==> src/hdl/lbc_pkg.sv <==
// Package for the stereo lo-fi bitcrusher: datapath widths, fixed coefficients,
// register indexes, sequencer states and the saturation helper.
// No dependencies.
package lbc_pkg;

  // Accumulator, multiplier operand and rounded-accumulator widths
  localparam int ACC_W = 56;
  localparam int RND_W = ACC_W - 16;
  localparam int A_W   = 35;
  localparam int B_W   = 18;

  // Internal signal is Q7.24
  localparam int FRAC = 24;

  // Configuration channel widths
  localparam int CFG_IDX_W  = 3;
  localparam int CFG_DATA_W = 17;

  // Pink noise pole and feed coefficients (Q0.16 / Q1.16)
  localparam logic signed [B_W-1:0] C_POLE_A = 18'sd65382;
  localparam logic signed [B_W-1:0] C_FEED_A = 18'sd6491;
  localparam logic signed [B_W-1:0] C_POLE_B = 18'sd63111;
  localparam logic signed [B_W-1:0] C_FEED_B = 18'sd19432;
  localparam logic signed [B_W-1:0] C_POLE_C = 18'sd37356;
  localparam logic signed [B_W-1:0] C_FEED_C = 18'sd68989;
  localparam logic signed [B_W-1:0] C_FEED_D = 18'sd12111;
  localparam logic signed [B_W-1:0] C_PINK   = 18'sd7209;
  localparam logic signed [B_W-1:0] C_DUST   = 18'sd6554;
  localparam logic signed [B_W-1:0] C_UNITY  = 18'sd1;

  // Crackle trigger thresholds (draw must be strictly above)
  localparam logic [15:0] POP_LIMIT  = 16'd65522;
  localparam logic [15:0] DUST_LIMIT = 16'd65208;

  // Full wet mix
  localparam logic [16:0] MIX_ONE = 17'h10000;

  // Low-pass output clamp, +-1.0 in Q7.24
  localparam logic signed [31:0] LP_CLAMP = 32'sd16777216;

  // Register reset values
  localparam logic [4:0]  RST_BIT_DEPTH     = 5'd16;
  localparam logic [6:0]  RST_HOLD_PERIOD   = 7'd1;
  localparam logic [15:0] RST_LOWPASS_ALPHA = 16'd47417;

  typedef enum logic [CFG_IDX_W-1:0] {
    CFG_BIT_DEPTH,
    CFG_HOLD_PERIOD,
    CFG_NOISE_GAIN,
    CFG_CRACKLE_GAIN,
    CFG_LOWPASS_ALPHA,
    CFG_WET_MIX
  } cfg_reg_t;

  // Accumulator base for the next multiply-accumulate
  typedef enum logic [1:0] {
    BASE_ZERO,
    BASE_ACC,
    BASE_RND
  } base_t;

  typedef struct packed {
    logic  en;
    base_t base;
  } mac_ctrl_t;

  typedef enum logic [4:0] {
    ST_IDLE,
    ST_PA0,
    ST_PA1,
    ST_PB0,
    ST_PB1,
    ST_PC0,
    ST_PC1,
    ST_WD,
    ST_SA,
    ST_SB,
    ST_SC,
    ST_PINK,
    ST_NOISE,
    ST_DUST,
    ST_POP,
    ST_CRK,
    ST_NSUM,
    ST_WET,
    ST_LP0,
    ST_LP1,
    ST_MIX0,
    ST_MIX1,
    ST_RES,
    ST_DONE
  } state_t;

  // Saturate a wide signed value to signed 32 bits
  function automatic logic signed [31:0] sat32(input logic signed [ACC_W-1:0] v);
    logic signed [ACC_W-1:0] hi;
    logic signed [ACC_W-1:0] lo;
    hi = {{(ACC_W-32){1'b0}}, 32'h7FFF_FFFF};
    lo = {{(ACC_W-32){1'b1}}, 32'h8000_0000};
    if (v > hi) begin
      return 32'sh7FFF_FFFF;
    end else if (v < lo) begin
      return 32'sh8000_0000;
    end
    return v[31:0];
  endfunction

endpackage

==> src/hdl/lbc_frame_if.sv <==
// Input frame channel: stereo dry samples plus the random draws for one frame.
// Depends on nothing; SAMPLE_WIDTH sets the signed sample field widths.
interface lbc_frame_if #(
  parameter int SAMPLE_WIDTH = 16
);
  logic                           valid;
  logic                           ready;
  logic signed [SAMPLE_WIDTH-1:0] left_in;
  logic signed [SAMPLE_WIDTH-1:0] right_in;
  logic signed [SAMPLE_WIDTH-1:0] white_noise;
  logic        [15:0]             pop_draw;
  logic signed [SAMPLE_WIDTH-1:0] pop_noise;
  logic        [15:0]             dust_draw;
  logic signed [SAMPLE_WIDTH-1:0] dust_noise;

  modport source (
    output valid, left_in, right_in, white_noise, pop_draw, pop_noise, dust_draw,
           dust_noise,
    input  ready
  );

  modport sink (
    input  valid, left_in, right_in, white_noise, pop_draw, pop_noise, dust_draw,
           dust_noise,
    output ready
  );
endinterface

==> src/hdl/lbc_result_if.sv <==
// Output frame channel: processed stereo samples.
// Depends on nothing; SAMPLE_WIDTH sets the sample field widths.
interface lbc_result_if #(
  parameter int SAMPLE_WIDTH = 16
);
  logic                           valid;
  logic                           ready;
  logic signed [SAMPLE_WIDTH-1:0] left_out;
  logic signed [SAMPLE_WIDTH-1:0] right_out;

  modport source (
    output valid, left_out, right_out,
    input  ready
  );

  modport sink (
    input  valid, left_out, right_out,
    output ready
  );
endinterface

==> src/hdl/lbc_cfg_if.sv <==
// Configuration write channel: register index and write data.
// Uses widths from lbc_pkg.
interface lbc_cfg_if;
  logic                           valid;
  logic                           ready;
  logic [lbc_pkg::CFG_IDX_W-1:0]  index;
  logic [lbc_pkg::CFG_DATA_W-1:0] data;

  modport source (
    output valid, index, data,
    input  ready
  );

  modport sink (
    input  valid, index, data,
    output ready
  );
endinterface

==> src/hdl/lbc_mac.sv <==
// Shared multiply-accumulate unit with a registered accumulator and a
// round-half-up view of the accumulator scaled down by 2^16. Uses lbc_pkg.
module lbc_mac (
  input  logic                               clk,
  input  lbc_pkg::mac_ctrl_t                 ctrl,
  input  logic signed [lbc_pkg::A_W-1:0]     a,
  input  logic signed [lbc_pkg::B_W-1:0]     b,
  output logic signed [lbc_pkg::ACC_W-1:0]   acc,
  output logic signed [lbc_pkg::RND_W-1:0]   rnd
);

  localparam int P_W = lbc_pkg::A_W + lbc_pkg::B_W;
  localparam logic signed [lbc_pkg::ACC_W-1:0] HALF = lbc_pkg::ACC_W'(32768);

  logic signed [P_W-1:0]            prod;
  logic signed [lbc_pkg::ACC_W-1:0] base;
  logic signed [lbc_pkg::ACC_W-1:0] acc_half;

  assign prod = a * b;

  // Accumulator base select
  always_comb begin
    case (ctrl.base)
      lbc_pkg::BASE_ACC: base = acc;
      lbc_pkg::BASE_RND: base = {{16{rnd[lbc_pkg::RND_W-1]}}, rnd};
      default:           base = '0;
    endcase
  end

  always_ff @(posedge clk) begin
    if (ctrl.en) begin
      acc <= base + {{(lbc_pkg::ACC_W-P_W){prod[P_W-1]}}, prod};
    end
  end

  // Add half an LSB, floor shift by 16
  assign acc_half = acc + HALF;
  assign rnd      = acc_half[lbc_pkg::ACC_W-1:16];

endmodule

==> src/hdl/lbc_quant.sv <==
// Bit-depth quantizer: round half away from zero to bit_depth bits, clamp to
// +-1.0, bypass at full width. Combinational; no package dependency.
module lbc_quant #(
  parameter int SAMPLE_WIDTH = 16
) (
  input  logic signed [SAMPLE_WIDTH-1:0] x,
  input  logic        [4:0]              bit_depth,
  output logic signed [SAMPLE_WIDTH:0]   q
);

  localparam int SH_W = $clog2(SAMPLE_WIDTH);
  localparam logic [SAMPLE_WIDTH:0] ONE = (SAMPLE_WIDTH+1)'(1) << (SAMPLE_WIDTH-1);

  logic [4:0]            bits;
  logic                  bypass;
  logic [4:0]            shift_full;
  logic [SH_W-1:0]       shift;
  logic [SAMPLE_WIDTH-1:0] mag;
  logic [SAMPLE_WIDTH:0] half;
  logic [SAMPLE_WIDTH:0] mask;
  logic [SAMPLE_WIDTH:0] qm_raw;
  logic [SAMPLE_WIDTH:0] qm;

  // Depth zero acts as one bit
  assign bits       = (bit_depth == 5'd0) ? 5'd1 : bit_depth;
  assign bypass     = bits >= 5'(SAMPLE_WIDTH);
  assign shift_full = 5'(SAMPLE_WIDTH) - bits;
  assign shift      = shift_full[SH_W-1:0];

  // Magnitude, rounding offset and truncation mask
  assign mag    = x[SAMPLE_WIDTH-1] ? (~x + 1'b1) : x;
  assign half   = (SAMPLE_WIDTH+1)'(1) << (shift - 1'b1);
  assign mask   = ~(((SAMPLE_WIDTH+1)'(1) << shift) - 1'b1);
  assign qm_raw = ({1'b0, mag} + half) & mask;
  assign qm     = (qm_raw > ONE) ? ONE : qm_raw;

  always_comb begin
    if (bypass) begin
      q = {x[SAMPLE_WIDTH-1], x};
    end else if (x[SAMPLE_WIDTH-1]) begin
      q = -$signed(qm);
    end else begin
      q = $signed(qm);
    end
  end

endmodule

==> src/hdl/lofi_bitcrusher_stereo.sv <==
// Stereo lo-fi bitcrusher top level: sequencer, state and datapath registers
// around one shared multiply-accumulate unit. Uses lbc_pkg, lbc_mac, lbc_quant
// and the lbc_frame_if, lbc_result_if and lbc_cfg_if interfaces.
//
//   channel   direction  payload                                   transaction when
//   samples   in         left_in right_in white_noise pop_draw      valid && ready
//                        pop_noise dust_draw dust_noise
//   results   out        left_out right_out                        valid && ready
//   cfg       in         index data                                valid && ready
//
// Every product goes through the single multiply-accumulate unit, and the
// sequencer walks the pink-noise, crackle and per-channel low-pass and mix
// steps in order; samples is not ready again until the frame has left the
// final step.
// Reset (rst, synchronous) restores register defaults and clears all filter,
// hold and output-valid state. cfg is always ready.
// A result waiting on results.ready holds the block in its final step; samples
// is ready only while the sequencer is idle.
module lofi_bitcrusher_stereo #(
  parameter int SAMPLE_WIDTH  = 16,
  parameter int CHANNEL_COUNT = 2
) (
  input logic            clk,
  input logic            rst,
  lbc_frame_if.sink      samples,
  lbc_result_if.source   results,
  lbc_cfg_if.sink        cfg
);

  localparam int A_W   = lbc_pkg::A_W;
  localparam int B_W   = lbc_pkg::B_W;
  localparam int ACC_W = lbc_pkg::ACC_W;
  localparam int RND_W = lbc_pkg::RND_W;
  localparam int SW    = SAMPLE_WIDTH;
  localparam int UP    = lbc_pkg::FRAC - (SAMPLE_WIDTH - 1);

  localparam logic signed [RND_W-1:0] OUT_HALF = RND_W'(1) << (UP - 1);
  localparam logic signed [RND_W-1:0] OUT_MAX  = RND_W'((1 << (SAMPLE_WIDTH - 1)) - 1);
  localparam logic signed [RND_W-1:0] OUT_MIN  = ~OUT_MAX;
  localparam logic                    LAST_CH  = 1'(CHANNEL_COUNT - 1);

  // Configuration registers
  logic [4:0]  bit_depth;
  logic [6:0]  hold_period;
  logic [15:0] noise_gain;
  logic [15:0] crackle_gain;
  logic [15:0] lowpass_alpha;
  logic [16:0] wet_mix;

  // Filter and hold state
  lbc_pkg::state_t          state;
  lbc_pkg::state_t          state_next;
  logic                     ch;
  logic                     out_valid;
  logic [6:0]               hold_count;
  logic signed [SW-1:0]     held [2];
  logic signed [31:0]       pole_a;
  logic signed [31:0]       pole_b;
  logic signed [31:0]       pole_c;
  logic signed [31:0]       lp [2];

  // Frame payload and working registers
  logic signed [SW-1:0]     dry [2];
  logic signed [SW-1:0]     white;
  logic signed [SW-1:0]     pop_amp;
  logic signed [SW-1:0]     dust_amp;
  logic                     pop_hit;
  logic                     dust_hit;
  logic signed [A_W-1:0]    nsum;
  logic signed [A_W-1:0]    wet;
  logic signed [SW-1:0]     res [2];
  logic signed [SW-1:0]     left_q;
  logic signed [SW-1:0]     right_q;

  // Shared unit hookup
  lbc_pkg::mac_ctrl_t       mac_ctrl;
  logic signed [A_W-1:0]    mac_a;
  logic signed [B_W-1:0]    mac_b;
  logic signed [ACC_W-1:0]  acc;
  logic signed [RND_W-1:0]  rnd;
  logic signed [ACC_W-1:0]  rnd_ext;

  // Derived operands
  logic [6:0]               hold_inc;
  logic                     capture;
  logic [16:0]              mix_sat;
  logic [16:0]              mix_dry;
  logic signed [SW:0]       quant;
  logic signed [A_W-1:0]    w_op;
  logic signed [A_W-1:0]    pop_op;
  logic signed [A_W-1:0]    dust_op;
  logic signed [A_W-1:0]    dry_op;
  logic signed [31:0]       lp_clamped;
  logic signed [RND_W-1:0]  out_half;
  logic signed [RND_W-1:0]  out_shift;
  logic signed [SW-1:0]     out_val;
  logic                     accept;
  logic                     out_free;

  lbc_mac u_mac (
    .clk  (clk),
    .ctrl (mac_ctrl),
    .a    (mac_a),
    .b    (mac_b),
    .acc  (acc),
    .rnd  (rnd)
  );

  lbc_quant #(
    .SAMPLE_WIDTH (SAMPLE_WIDTH)
  ) u_quant (
    .x         (held[ch]),
    .bit_depth (bit_depth),
    .q         (quant)
  );

  assign accept   = samples.valid && samples.ready;
  assign out_free = !out_valid || results.ready;
  assign rnd_ext  = {{(ACC_W-RND_W){rnd[RND_W-1]}}, rnd};

  // Sample-and-hold counter
  assign hold_inc = hold_count + 7'd1;
  assign capture  = hold_inc >= hold_period;

  // Mix weights, overrange wet mix saturates to fully wet
  assign mix_sat = (wet_mix > lbc_pkg::MIX_ONE) ? lbc_pkg::MIX_ONE : wet_mix;
  assign mix_dry = lbc_pkg::MIX_ONE - mix_sat;

  // Sample-unit values lifted to Q7.24
  assign w_op    = A_W'(white) <<< UP;
  assign pop_op  = pop_hit  ? (A_W'(pop_amp) <<< (UP - 1)) : '0;
  assign dust_op = dust_hit ? (A_W'(dust_amp) <<< UP) : '0;
  assign dry_op  = A_W'(dry[ch]) <<< UP;

  // Low-pass level limited to +-1.0 before the mix
  always_comb begin
    if (lp[ch] > lbc_pkg::LP_CLAMP) begin
      lp_clamped = lbc_pkg::LP_CLAMP;
    end else if (lp[ch] < -lbc_pkg::LP_CLAMP) begin
      lp_clamped = -lbc_pkg::LP_CLAMP;
    end else begin
      lp_clamped = lp[ch];
    end
  end

  // Mix result back to sample units with rounding and saturation
  assign out_half  = rnd + OUT_HALF;
  assign out_shift = out_half >>> UP;
  always_comb begin
    if (out_shift > OUT_MAX) begin
      out_val = OUT_MAX[SW-1:0];
    end else if (out_shift < OUT_MIN) begin
      out_val = OUT_MIN[SW-1:0];
    end else begin
      out_val = out_shift[SW-1:0];
    end
  end

  // State register
  always_ff @(posedge clk) begin
    if (rst) begin
      state <= lbc_pkg::ST_IDLE;
    end else begin
      state <= state_next;
    end
  end

  // Next state and shared-unit operand selection
  always_comb begin
    state_next    = state;
    mac_ctrl.en   = 1'b0;
    mac_ctrl.base = lbc_pkg::BASE_ZERO;
    mac_a         = '0;
    mac_b         = '0;
    case (state)
      lbc_pkg::ST_IDLE: begin
        if (samples.valid) begin
          state_next = lbc_pkg::ST_PA0;
        end
      end
      lbc_pkg::ST_PA0: begin
        mac_ctrl.en = 1'b1;
        mac_a       = A_W'(pole_a);
        mac_b       = lbc_pkg::C_POLE_A;
        state_next  = lbc_pkg::ST_PA1;
      end
      lbc_pkg::ST_PA1: begin
        mac_ctrl    = '{en: 1'b1, base: lbc_pkg::BASE_ACC};
        mac_a       = w_op;
        mac_b       = lbc_pkg::C_FEED_A;
        state_next  = lbc_pkg::ST_PB0;
      end
      lbc_pkg::ST_PB0: begin
        mac_ctrl.en = 1'b1;
        mac_a       = A_W'(pole_b);
        mac_b       = lbc_pkg::C_POLE_B;
        state_next  = lbc_pkg::ST_PB1;
      end
      lbc_pkg::ST_PB1: begin
        mac_ctrl    = '{en: 1'b1, base: lbc_pkg::BASE_ACC};
        mac_a       = w_op;
        mac_b       = lbc_pkg::C_FEED_B;
        state_next  = lbc_pkg::ST_PC0;
      end
      lbc_pkg::ST_PC0: begin
        mac_ctrl.en = 1'b1;
        mac_a       = A_W'(pole_c);
        mac_b       = lbc_pkg::C_POLE_C;
        state_next  = lbc_pkg::ST_PC1;
      end
      lbc_pkg::ST_PC1: begin
        mac_ctrl    = '{en: 1'b1, base: lbc_pkg::BASE_ACC};
        mac_a       = w_op;
        mac_b       = lbc_pkg::C_FEED_C;
        state_next  = lbc_pkg::ST_WD;
      end
      lbc_pkg::ST_WD: begin
        mac_ctrl.en = 1'b1;
        mac_a       = w_op;
        mac_b       = lbc_pkg::C_FEED_D;
        state_next  = lbc_pkg::ST_SA;
      end
      // Sum of the three poles and the rounded direct term
      lbc_pkg::ST_SA: begin
        mac_ctrl    = '{en: 1'b1, base: lbc_pkg::BASE_RND};
        mac_a       = A_W'(pole_a);
        mac_b       = lbc_pkg::C_UNITY;
        state_next  = lbc_pkg::ST_SB;
      end
      lbc_pkg::ST_SB: begin
        mac_ctrl    = '{en: 1'b1, base: lbc_pkg::BASE_ACC};
        mac_a       = A_W'(pole_b);
        mac_b       = lbc_pkg::C_UNITY;
        state_next  = lbc_pkg::ST_SC;
      end
      lbc_pkg::ST_SC: begin
        mac_ctrl    = '{en: 1'b1, base: lbc_pkg::BASE_ACC};
        mac_a       = A_W'(pole_c);
        mac_b       = lbc_pkg::C_UNITY;
        state_next  = lbc_pkg::ST_PINK;
      end
      lbc_pkg::ST_PINK: begin
        mac_ctrl.en = 1'b1;
        mac_a       = acc[A_W-1:0];
        mac_b       = lbc_pkg::C_PINK;
        state_next  = lbc_pkg::ST_NOISE;
      end
      lbc_pkg::ST_NOISE: begin
        mac_ctrl.en = 1'b1;
        mac_a       = rnd[A_W-1:0];
        mac_b       = $signed({2'b00, noise_gain});
        state_next  = lbc_pkg::ST_DUST;
      end
      lbc_pkg::ST_DUST: begin
        mac_ctrl.en = 1'b1;
        mac_a       = dust_op;
        mac_b       = lbc_pkg::C_DUST;
        state_next  = lbc_pkg::ST_POP;
      end
      lbc_pkg::ST_POP: begin
        mac_ctrl    = '{en: 1'b1, base: lbc_pkg::BASE_RND};
        mac_a       = pop_op;
        mac_b       = lbc_pkg::C_UNITY;
        state_next  = lbc_pkg::ST_CRK;
      end
      lbc_pkg::ST_CRK: begin
        mac_ctrl.en = 1'b1;
        mac_a       = acc[A_W-1:0];
        mac_b       = $signed({2'b00, crackle_gain});
        state_next  = lbc_pkg::ST_NSUM;
      end
      lbc_pkg::ST_NSUM: begin
        state_next  = lbc_pkg::ST_WET;
      end
      // Per-channel steps
      lbc_pkg::ST_WET: begin
        state_next  = lbc_pkg::ST_LP0;
      end
      lbc_pkg::ST_LP0: begin
        mac_ctrl.en = 1'b1;
        mac_a       = wet - A_W'(lp[ch]);
        mac_b       = $signed({2'b00, lowpass_alpha});
        state_next  = lbc_pkg::ST_LP1;
      end
      lbc_pkg::ST_LP1: begin
        mac_ctrl    = '{en: 1'b1, base: lbc_pkg::BASE_RND};
        mac_a       = A_W'(lp[ch]);
        mac_b       = lbc_pkg::C_UNITY;
        state_next  = lbc_pkg::ST_MIX0;
      end
      lbc_pkg::ST_MIX0: begin
        mac_ctrl.en = 1'b1;
        mac_a       = dry_op;
        mac_b       = $signed({1'b0, mix_dry});
        state_next  = lbc_pkg::ST_MIX1;
      end
      lbc_pkg::ST_MIX1: begin
        mac_ctrl    = '{en: 1'b1, base: lbc_pkg::BASE_ACC};
        mac_a       = A_W'(lp_clamped);
        mac_b       = $signed({1'b0, mix_sat});
        state_next  = lbc_pkg::ST_RES;
      end
      lbc_pkg::ST_RES: begin
        state_next = (ch == LAST_CH) ? lbc_pkg::ST_DONE : lbc_pkg::ST_WET;
      end
      lbc_pkg::ST_DONE: begin
        if (out_free) begin
          state_next = lbc_pkg::ST_IDLE;
        end
      end
      default: begin
        state_next = lbc_pkg::ST_IDLE;
      end
    endcase
  end

  // Configuration registers
  always_ff @(posedge clk) begin
    if (rst) begin
      bit_depth     <= lbc_pkg::RST_BIT_DEPTH;
      hold_period   <= lbc_pkg::RST_HOLD_PERIOD;
      noise_gain    <= '0;
      crackle_gain  <= '0;
      lowpass_alpha <= lbc_pkg::RST_LOWPASS_ALPHA;
      wet_mix       <= lbc_pkg::MIX_ONE;
    end else if (cfg.valid) begin
      case (cfg.index)
        lbc_pkg::CFG_BIT_DEPTH:     bit_depth     <= cfg.data[4:0];
        lbc_pkg::CFG_HOLD_PERIOD:   hold_period   <= cfg.data[6:0];
        lbc_pkg::CFG_NOISE_GAIN:    noise_gain    <= cfg.data[15:0];
        lbc_pkg::CFG_CRACKLE_GAIN:  crackle_gain  <= cfg.data[15:0];
        lbc_pkg::CFG_LOWPASS_ALPHA: lowpass_alpha <= cfg.data[15:0];
        lbc_pkg::CFG_WET_MIX:       wet_mix       <= cfg.data;
        default: ;
      endcase
    end
  end

  // Hold, filter state, channel pointer and output valid
  always_ff @(posedge clk) begin
    if (rst) begin
      ch         <= 1'b0;
      out_valid  <= 1'b0;
      hold_count <= '0;
      held[0]    <= '0;
      held[1]    <= '0;
      pole_a     <= '0;
      pole_b     <= '0;
      pole_c     <= '0;
      lp[0]      <= '0;
      lp[1]      <= '0;
    end else begin
      case (state)
        lbc_pkg::ST_IDLE: begin
          if (accept) begin
            hold_count <= capture ? 7'd0 : hold_inc;
            if (capture) begin
              held[0] <= samples.left_in;
              held[1] <= samples.right_in;
            end
          end
        end
        lbc_pkg::ST_PB0:  pole_a <= lbc_pkg::sat32(rnd_ext);
        lbc_pkg::ST_PC0:  pole_b <= lbc_pkg::sat32(rnd_ext);
        lbc_pkg::ST_WD:   pole_c <= lbc_pkg::sat32(rnd_ext);
        lbc_pkg::ST_NSUM: ch <= 1'b0;
        lbc_pkg::ST_MIX0: lp[ch] <= lbc_pkg::sat32(acc);
        lbc_pkg::ST_RES:  ch <= ch + 1'b1;
        default: ;
      endcase
      if (state == lbc_pkg::ST_DONE && out_free) begin
        out_valid <= 1'b1;
      end else if (results.ready) begin
        out_valid <= 1'b0;
      end
    end
  end

  // Frame payload, noise sum, wet value and results
  always_ff @(posedge clk) begin
    case (state)
      lbc_pkg::ST_IDLE: begin
        if (accept) begin
          dry[0]   <= samples.left_in;
          dry[1]   <= samples.right_in;
          white    <= samples.white_noise;
          pop_amp  <= samples.pop_noise;
          dust_amp <= samples.dust_noise;
          pop_hit  <= samples.pop_draw > lbc_pkg::POP_LIMIT;
          dust_hit <= samples.dust_draw > lbc_pkg::DUST_LIMIT;
        end
      end
      lbc_pkg::ST_DUST: nsum <= rnd[A_W-1:0];
      lbc_pkg::ST_NSUM: nsum <= nsum + rnd[A_W-1:0];
      lbc_pkg::ST_WET:  wet  <= (A_W'(quant) <<< UP) + nsum;
      lbc_pkg::ST_RES:  res[ch] <= out_val;
      lbc_pkg::ST_DONE: begin
        if (out_free) begin
          left_q  <= res[0];
          right_q <= (CHANNEL_COUNT > 1) ? res[1] : '0;
        end
      end
      default: ;
    endcase
  end

  // Channel handshakes
  assign samples.ready     = (state == lbc_pkg::ST_IDLE);
  assign cfg.ready         = 1'b1;
  assign results.valid     = out_valid;
  assign results.left_out  = left_q;
  assign results.right_out = right_q;

endmodule

==> src/flat_wrapper.sv <==
// flat-port wrapper written by rule: the top's interface ports become plain ports
module lofi_bitcrusher_stereo_flat 
#(
  parameter int SAMPLE_WIDTH  = 16,
  parameter int CHANNEL_COUNT = 2
)
  (clk, rst, samples_valid, samples_left_in, samples_right_in, samples_white_noise, samples_pop_draw, samples_pop_noise, samples_dust_draw, samples_dust_noise, samples_ready, results_valid, results_left_out, results_right_out, results_ready, cfg_valid, cfg_index, cfg_data, cfg_ready);
  lbc_frame_if #(.SAMPLE_WIDTH(SAMPLE_WIDTH)) samples_i ();
  lbc_result_if #(.SAMPLE_WIDTH(SAMPLE_WIDTH)) results_i ();
  lbc_cfg_if cfg_i ();
  input logic clk;
  input logic rst;
  input wire logic [$bits(samples_i.valid)-1:0] samples_valid;
  input wire logic [$bits(samples_i.left_in)-1:0] samples_left_in;
  input wire logic [$bits(samples_i.right_in)-1:0] samples_right_in;
  input wire logic [$bits(samples_i.white_noise)-1:0] samples_white_noise;
  input wire logic [$bits(samples_i.pop_draw)-1:0] samples_pop_draw;
  input wire logic [$bits(samples_i.pop_noise)-1:0] samples_pop_noise;
  input wire logic [$bits(samples_i.dust_draw)-1:0] samples_dust_draw;
  input wire logic [$bits(samples_i.dust_noise)-1:0] samples_dust_noise;
  output wire logic [$bits(samples_i.ready)-1:0] samples_ready;
  output wire logic [$bits(results_i.valid)-1:0] results_valid;
  output wire logic [$bits(results_i.left_out)-1:0] results_left_out;
  output wire logic [$bits(results_i.right_out)-1:0] results_right_out;
  input wire logic [$bits(results_i.ready)-1:0] results_ready;
  input wire logic [$bits(cfg_i.valid)-1:0] cfg_valid;
  input wire logic [$bits(cfg_i.index)-1:0] cfg_index;
  input wire logic [$bits(cfg_i.data)-1:0] cfg_data;
  output wire logic [$bits(cfg_i.ready)-1:0] cfg_ready;
  assign samples_i.valid = samples_valid;
  assign samples_i.left_in = samples_left_in;
  assign samples_i.right_in = samples_right_in;
  assign samples_i.white_noise = samples_white_noise;
  assign samples_i.pop_draw = samples_pop_draw;
  assign samples_i.pop_noise = samples_pop_noise;
  assign samples_i.dust_draw = samples_dust_draw;
  assign samples_i.dust_noise = samples_dust_noise;
  assign samples_ready = samples_i.ready;
  assign results_valid = results_i.valid;
  assign results_left_out = results_i.left_out;
  assign results_right_out = results_i.right_out;
  assign results_i.ready = results_ready;
  assign cfg_i.valid = cfg_valid;
  assign cfg_i.index = cfg_index;
  assign cfg_i.data = cfg_data;
  assign cfg_ready = cfg_i.ready;
  lofi_bitcrusher_stereo #(.SAMPLE_WIDTH(SAMPLE_WIDTH), .CHANNEL_COUNT(CHANNEL_COUNT)) u_core (.clk(clk), .rst(rst), .samples(samples_i), .results(results_i), .cfg(cfg_i));
endmodule
==> config.mk <==
export PLATFORM = sky130hd
export DESIGN_NAME = lofi_bitcrusher_stereo_flat
export DESIGN_NICKNAME = d
export VERILOG_FILES = /design/src/hdl/lbc_pkg.sv /design/src/hdl/lbc_frame_if.sv /design/src/hdl/lbc_result_if.sv /design/src/hdl/lbc_cfg_if.sv /design/src/hdl/lbc_mac.sv /design/src/hdl/lbc_quant.sv /design/src/hdl/lofi_bitcrusher_stereo.sv /design/src/flat_wrapper.sv
export SDC_FILE = /design/constraint.sdc
export NUM_CORES = 2
export LEC_CHECK = 0
export BUFFER_PORTS_ARGS = -buffer_cell sky130_fd_sc_hd__buf_2
export CAP_MARGIN = 20
export CORE_MARGIN = 1.5
export CORE_UTILIZATION = 45
export CTS_BUF_LIST = sky130_fd_sc_hd__clkbuf_2 sky130_fd_sc_hd__clkbuf_4 sky130_fd_sc_hd__clkbuf_8
export DETAILED_ROUTE_END_ITERATION = 8
export PLACE_DENSITY_LB_ADDON = 0.25
export SYNTH_ARGS = -nofsm -noshare
export SYNTH_HDL_FRONTEND = slang
export SYNTH_SLANG_ARGS = --single-unit
==> constraint.sdc <==
create_clock -name clk -period 22.9 [get_ports clk]
set_input_delay 6.87 -clock clk [delete_from_list [all_inputs] [get_ports clk]]
set_output_delay 6.87 -clock clk [all_outputs]
set_load 0.05 [all_outputs]
==> results.toml <==
[run_status]
run_status = "finished with violations"
violations = "DRC"

[synth]
syn-instance-count = 6276
synth-warning-count = 0
synth_fp_nets = 7289
async_flop_share_pct = 0
ys_types = 102
ys.flop_type = "edfxtp_1"
synth_edf_count = 368
syn_avg_cell_area_um2 = 8.846
syn_area_um2 = 55510
ys_seq_elements = 556
yosysSeqAreaShare_pct = 26.69

[power]
power.density_nw_per_um2 = 73.72
p_leak_nw = 25.85
irDropWorstVdd_mv = 0.04329
comb_power_share_pct = 49.4
switchingPower_w = 0.002006
seq_power_share_pct = 30.0
p_int_w = 0.002426
p_sw_share_pct = 45.27
p_total_w = 0.004432
pwr-share-clk_pct = 20.6

[setup_path]
worstSetupEndpointType = "flop"
cp.required_ns = 23.38
critPathKind = "reg -> reg"
regToRegSetupSlack_ns = 9.06
reg2reg_to = "u_core.u_mac.acc[52]$_DFFE_PP_"
worstPathArrival_ns = 14.32
critPathLaunchType = "flop"
rr_worst_depth = 41
r2r_start = "u_core.state[4]$_SDFFE_PP0P_"
cp_slowest_cell = "dfxtp_1"
critPathMaxStageDelay_ns = 0.88
worst-path-max-fanout = 24

[floorplanning]
dieArea_um2 = 125500
ios = 172
rows = 128
die_w_um = 354.2
core_area_um2 = 122000
initial_core_util_pct = 45.49
die_y_um = 354.2

[detailed_routing]
wirelength_um = 187500
vias_per_cell = 5.889
ant_nets = 0
drt_pass1_iterations = 8
wl_per_cell_um = 23.30
drtIter0Drc = 4823
drc_errors = 1
vias = 47380

[clock_network]
numCtsBuffers = 89
holdBufCountCts = 0
post_cts_buffers = 0
cts_tree = "built"
h-tree-depth = 3
cts_num_sinks = 556
cts_resized = 0
clock_path_buffers = 3
clk_pin_slew_ns = 0.07
clkLatencyLatePin_ns = 0.74
cts_root_buf = "clkbuf_8"

[timing]
period_needed_ns = 13.84
fmax_ghz = 0.07226
worst_pin_slew_ns = 1.065
fin_tns_setup_ns = 0
hold_viol = 0
finalMaxSlewViolations = 0
fin_crit_sh_pct = 60.43
hold_slack_ns = 0.3813
rsz0062_at_grt = "false"
clock_skew_ns = 0.04986
slew_headroom_pct = 28.85
finalSetupViolCount = 0

[global_route]
antenna_found_initial = 5
grtUsageTotal_pct = 29.62
grt_max_degree = 114
grt_overflow = 0
grt_pass1_vias = 46700
grt_pass1_wl_um = 284700

[min_path]
min_to = "results_right_out[1]$_DFFE_PP_"
holdCritStartpoint = "u_core.res[1][1]$_DFFE_PP_"
worstHoldPathType = "reg -> reg"
hold_depth = 0

[placed_design]
place_hpwl_um = 143600
portBuffers = 170
place.gp.congestion = 0.9818

[run]
drv_cap = 0

[final_layout]
area_growth_pct = 8.294
nets = 7355
drive_gt1_share_pct = 8.851
[worst max-delay path, delay by kind of cell (launching register included)]
| family | cells | cell delay [ns] |
|---|---|---|
| fa+ha+maj | 8 | 3.82 |
| buf+inv | 5 | 0.91 |
| xor+xnor | 1 | 0.12 |
| compound gates | 13 | 5.05 |
| simple gates | 14 | 2.77 |
| flops | 1 | 0.88 |
[through the flow]
| step | area [um2] | setup WS, ns | instances | util (%) |
|---|---|---|---|---|
| floorplan | 55510 | 10.50 | 6276 | - |
| global placement | 58220 | 9.595 | 7874 | 47.71 |
| detailed placement | 58250 | 9.402 | 7876 | 47.73 |
| CTS | 60110 | 9.343 | 8042 | 49.26 |
| global route | 60120 | 8.136 | 8045 | 49.26 |
| finish | 60120 | 9.061 | 8045 | 49.26 |
[kinds of logic (layout without fill, tap and decap cells)]
group           after synthesis  in the layout  share of synthesized area, %
simple gates               2067           2067                         16.79
fa+ha+maj                   876            876                         27.47
mux                          90             90                         1.657
other cells                   1              4                      0.006755
compound gates             1325           1325                         15.59
flops                       556            556                         26.69
buf+inv                    1093           1234                         7.514
xor+xnor                    268            268                         4.289
[flip-flops by register name, summed over array words and instances (netlist names), 7 cells and up, named ones only]
signal	flops
u_core.lp	64
u_core.u_mac.acc	56
u_core.nsum	35
u_core.wet	35
u_core.dry	32
u_core.held	32
u_core.pole_a	32
u_core.pole_b	32
u_core.pole_c	32
u_core.res	32
u_core.wet_mix	17
results_left_out	16
results_right_out	16
u_core.crackle_gain	16
u_core.dust_amp	16
u_core.lowpass_alpha	16
u_core.noise_gain	16
u_core.pop_amp	16
u_core.white	16
u_core.hold_count	7
u_core.hold_period	7
[metal layers]
metal	GRT usage, %	part of all wire, %	wire [um]	vias up
met5	0	0	0	-
met4	11.93	4.4	8225	0
met3	5.167	8.7	16290	426
met2	47.46	46	86400	2151
met1	39.77	41	76530	23430
li1	-	-	-	21370
[cell usage in the layout (no fill, tap or decap), types with 104 or more instances in the layout]
cell	n
a21oi_1	450
dfxtp_1	187
buf_4	111
edfxtp_1	368
o21ai_0	195
xor2_1	104
fa_1	571
xnor2_1	161
a211oi_1	104
buf_2	169
inv_1	780
nand2_1	712
nor2_1	727
ha_1	303
[power groups by stage]
| stage | clock, W | sequential (W) | combinational [W] |
|---|---|---|---|
| 3_3_place_gp | 0 | 0.00134 | 0.00213 |
| 3_5_place_dp | 0 | 0.00134 | 0.00215 |
| 4_1_cts | 0.000919 | 0.00132 | 0.00217 |
| 2_1_floorplan | 0 | 0.00126 | 0.00151 |
| 5_1_grt | 0.000964 | 0.00134 | 0.00239 |
| 6_report | 0.000912 | 0.00133 | 0.00219 |
[cells in the mapped netlist (68+ instances only)]
master	count	share of area, %
nor2_1	734	5.0
dfxtp_1	188	6.8
nand2_1	712	4.8
inv_1	780	5.3
clkbuf_1	263	1.8
edfxtp_1	368	20
mux2i_1	75	1.4
xnor2_1	161	2.5
a21o_1	85	1.1
nand3_1	101	0.91
xor2_1	104	1.6
ha_1	305	6.9
fa_1	571	21
o21ai_0	195	1.8
a21oi_1	453	4.1
a22oi_1	75	1.0
nand2b_1	69	0.78
nor3_1	68	0.61
a211oi_1	106	1.4
[worst max path at each step]
stage                                  from                              to  slack, ns  cells after the start
6_report       u_core.state[4]$_SDFFE_PP0P_  u_core.u_mac.acc[52]$_DFFE_PP_       9.06                     41
5_1_grt        u_core.state[4]$_SDFFE_PP0P_  u_core.u_mac.acc[52]$_DFFE_PP_       8.14                     38
4_1_cts        u_core.state[4]$_SDFFE_PP0P_  u_core.u_mac.acc[52]$_DFFE_PP_       9.34                     41
3_5_place_dp   u_core.state[4]$_SDFFE_PP0P_  u_core.u_mac.acc[52]$_DFFE_PP_       9.40                     41
3_3_place_gp   u_core.state[4]$_SDFFE_PP0P_  u_core.u_mac.acc[55]$_DFFE_PP_       9.60                     40
2_1_floorplan                          flop  u_core.u_mac.acc[55]$_DFFE_PP_      10.50                     53
[cell type report]
type,instances,area (um2)
Antenna cell,3,7.507
Clock buffer,135,1639
Clock inverter,31,219.0
Fill cell,11600,61920
Inverter,785,2947
Multi-Input combinational cell,4627,36730
Sequential cell,556,14820
Tap cell,1625,2033
Timing Repair Buffer,283,1722
(Power assumes the default switching activity.)
